File: src/rtl/core/mec_pkg.sv
// Shared types and constants for the escape-count block.
package mec_pkg;

  localparam int C_W = 32;
  localparam int CNT_W = 8;
  localparam logic [CNT_W-1:0] MAX_ITER_RESET = 8'd255;

  typedef enum logic [1:0] {
    ST_IDLE,
    ST_MUL,
    ST_UPD
  } state_t;

  typedef struct packed {
    logic load;
    logic mul;
    logic step;
    logic finish;
  } cmd_t;

  typedef struct packed {
    logic limit_hit;
    logic escaped;
    logic big;
  } status_t;

endpackage

File: src/rtl/core/mec_ctrl.sv
// Controller FSM: sequences multiply and update cycles of each iteration.
module mec_ctrl (
  input  logic             clk,
  input  logic             rst_n,
  input  logic             start,
  output logic             busy,
  input  mec_pkg::status_t sts,
  output mec_pkg::cmd_t    cmd
);

  mec_pkg::state_t state_r, state_nxt;

  always_ff @(posedge clk) begin
    if (!rst_n) begin
      state_r <= mec_pkg::ST_IDLE;
    end else begin
      state_r <= state_nxt;
    end
  end

  always_comb begin
    state_nxt = state_r;
    cmd = '0;
    busy = 1'b1;
    unique case (state_r)
      mec_pkg::ST_IDLE: begin
        busy = 1'b0;
        if (start) begin
          cmd.load = 1'b1;
          state_nxt = mec_pkg::ST_MUL;
        end
      end
      mec_pkg::ST_MUL: begin
        if (sts.limit_hit) begin
          cmd.finish = 1'b1;
          state_nxt = mec_pkg::ST_IDLE;
        end else begin
          cmd.mul = 1'b1;
          state_nxt = mec_pkg::ST_UPD;
        end
      end
      mec_pkg::ST_UPD: begin
        if (sts.escaped) begin
          cmd.finish = 1'b1;
          state_nxt = mec_pkg::ST_IDLE;
        end else begin
          // step counts even when the new point leaves the +-2 box
          cmd.step = 1'b1;
          if (sts.big) begin
            cmd.finish = 1'b1;
            state_nxt = mec_pkg::ST_IDLE;
          end else begin
            state_nxt = mec_pkg::ST_MUL;
          end
        end
      end
      default: begin
        state_nxt = mec_pkg::ST_IDLE;
      end
    endcase
  end

endmodule

File: config.mk
export PLATFORM = sky130hd
export DESIGN_NAME = mec_ctrl
export DESIGN_NICKNAME = d
export VERILOG_FILES = /design/src/rtl/core/mec_pkg.sv /design/src/rtl/core/mec_ctrl.sv
export SDC_FILE = /design/constraint.sdc
export NUM_CORES = 1
export LEC_CHECK = 0
export BUFFER_PORTS_ARGS = -buffer_cell sky130_fd_sc_hd__buf_2
export CORE_AREA = 2 2 39 41
export CTS_CLUSTER_DIAMETER = 150
export DETAILED_ROUTE_END_ITERATION = 12
export DIE_AREA = 0 0 41 43
export GPL_ROUTABILITY_DRIVEN = 0
export PLACE_DENSITY_LB_ADDON = 0.25
export RECOVER_POWER = 25
export SLEW_MARGIN = 15
export SYNTH_ARGS = -nofsm -noshare
export SYNTH_HDL_FRONTEND = slang
export SYNTH_SLANG_ARGS = --single-unit
File: constraint.sdc
create_clock -name clk -period 1.5 [get_ports clk]
set_input_delay 0.075 -clock clk [delete_from_list [all_inputs] [get_ports clk]]
set_output_delay 0.075 -clock clk [all_outputs]
set_load 0.03 [all_outputs]
==> flow_summary_export.csv <==
group,metric,value,unit
routing,dr.pass1.iters,2,
yosys,synth_cell_types,14,
floorplanning,dieHeight,43,um
routing,post_drt_via_cell_ratio,3.57,
sta,fin_setup_tns,0,ps
sta,finalCriticalPeriod,1370,ps
yosys,ys_ff_latch,2,
pwr,vdd_drop_max,0.132,mV
clock_tree,worstSkewPairLatency,230,ps
sta,rsz0062_at_grt,"false",
routing,vias,189,
setup_path,critical_path_arrival,1300,ps
clock_tree,cts_buffers,3,
clock_tree,cts_tree,"done",
setup_path,worst-endpoint-required,1420,ps
floorplanning,start_util,14.5,%
sta,finalSetupViolations,0,
sta,finalMaxSlewViolations,0,
routing,routed_wl,455,um
pwr,p_per_area,867,nW/um2
floorplanning,core-area,1380,um2
grt,grt_pass1_wl,731,um
cells_and_area,top_regs,"state_r x2",
sta,setup_slack,128,ps
grt,grtUsageTotal,6.41,%
floorplanning,rows,14,
place,port_buffers,10,
yosys,synth_warnings,0,
min_path,hold_class,"in2reg",
clock_tree,postCtsSetupBuffers,0,
clock_tree,holdBufCountCts,0,
setup_path,startpoint_type,"flop",
cells_and_area,drive_above_1_share,43.2,%
cells_and_area,fin_nets,49,
sta,skew,2.63,ps
clock_tree,cts_sinks,2,
clock_tree,clkTransAtPathRegs,30,ps
routing,drtIter0Drc,6,
setup_path,critPathSlowestCell,"dfxtp_1",
yosys,yosys.area.top_type,"ha_1",
outcome,outcome,"finished clean",
yosys,synth.avg_cell_area,8.34,um2
sta,hold_violations,0,
routing,drc,0,
cells_and_area,antennaDiodeCount,0,
cells_and_area,mostFrequentLayoutCells,"buf_2 (10), ha_1 (4), inv_1 (3), clkbuf_4 (3)",
setup_path,path_cells,"inv_1 -> ha_1 -> a21boi_1 -> buf_2",
sta,max_slew_margin,84.6,%
yosys,ys_top_cells_by_area,"ha_1 (25%), dfxtp_1 (20%), nor2b_2 (8.8%), o31ai_2 (6.3%), inv_1 (5.6%)",
cells_and_area,finalInstanceArea,290,um2
setup_path,worstPathMaxFanout,4,
sta,post-route-period-util,91.5,%
yosys,ys_seq_area_share,20.0,%
yosys,syn_nets,34,
floorplanning,pin_count,11,
grt,grt_overflow_total,0,
cells_and_area,top_register,"state_r",
clock_tree,cts_root_buf,"clkbuf_4",
run,cap_violations,0,
routing,postRouteAntennaNets,0,
yosys,netlist_area,200,um2
grt,grt_pass1_vias,203,
place,place_area,270,um2
grt,grt_max_degree,6,
setup_path,endpoint_kind,"primary output",
grt,grt_antenna_before_repair,0,
sta,tightest_slew,230,ps
sta,fmax,729,MHz
setup_path,cp_num_buf_inv,2,
cells_and_area,area_delta_synth_final,45.0,%
clock_tree,cts_resized,0,
floorplanning,die_w,41,um
floorplanning,die_area,1760,um2
setup_path,crit_family,"flip-flops",
place,dpl_worst_slack,299,ps
clock_tree,cts-htree-levels,1,
cells_and_area,layout_commonest_cell,"buf_2",
yosys,syn-instance-count,24,
clock_tree,clockBufferDepth,2,
pwr,power.leakage,0.141,nW
setup_path,slowest_delay,380,ps
cells_and_area,largest_register_ffs,2,
setup_path,critPathKind,"reg2out",
routing,avgRoutedWirePerCell,8.58,um
yosys,yosysTopAreaCellShare,25.0,%
final timing paths:
kind	start	to	slack, ps	depth (start not counted)
setup / recovery	state_r[0]	cmd[0]	130	4
hold / removal	sts[0]	state_r[0]	60	2
setup reg to reg	state_r[0]	state_r[0]	320	5
hold reg to reg	state_r[1]	state_r[1]	510	2
area by class of cell:
cell class                 count  area [um2]
tap                           16        20.0
timing repair buffer          10        50.0
fill                         151        1090
inverter                       3        11.3
clock buffer                   3        22.5
multi-input combinational     19         146
sequential                     2        40.0
metal layers:
| metal | track usage (%) | share of wire (%) |
|---|---|---|
| met5 | 0 | 0 |
| met4 | 8.00 | 0 |
| met2 | 7.81 | 37 |
| met3 | 0 | 10 |
| met1 | 8.60 | 53 |
worst register-to-register path, stage by stage (launching register included):
cell and delay (ps):
dfxtp_1 380, inv_1 80, ha_1 250, nor2_1 120, nand3_1 90, o31ai_2 170
cells by family (layout without fill, tap and decap cells):
group,Yosys count,after routing,synth area share (%)
and+or+nand+nor,10,10,30.0
AOI/OAI and AO/OA,5,5,19.4
adders and majority gates,4,4,25.0
buffers and inverters,3,16,5.62
DFF,2,2,20.0
synth_stat cells:
cell type  count
a21boi_1       1
and2_2         1
dfxtp_1        2
ha_1           4
inv_1          3
nand2_1        2
nand3_1        2
nand3b_1       1
nor2_1         1
nor2b_1        1
nor2b_2        2
o2111ai_1      1
o21ai_1        2
o31ai_2        1
metrics by stage:
stage,cells,hold WS [ps],power [mW],util (%)
floorplan,24,167,0.108,-
global placement,50,288,0.133,19.5
detailed placement,50,290,0.133,19.5
CTS,53,48.5,0.262,21.2
global route,53,70.9,0.267,21.0
finish,53,61.0,0.252,21.0
power by group:
| group | total [mW] | switching (mW) | leakage, nW | internal, mW |
|---|---|---|---|---|
| sequential | 0.0617 | 0.00435 | 0.0164 | 0.0573 |
| clock | 0.121 | 0.0323 | 0.0138 | 0.0884 |
| combinational | 0.0694 | 0.0426 | 0.111 | 0.0267 |
| total | 0.252 | 0.0793 | 0.141 | 0.172 |
Power figures use the tool's default switching activity.
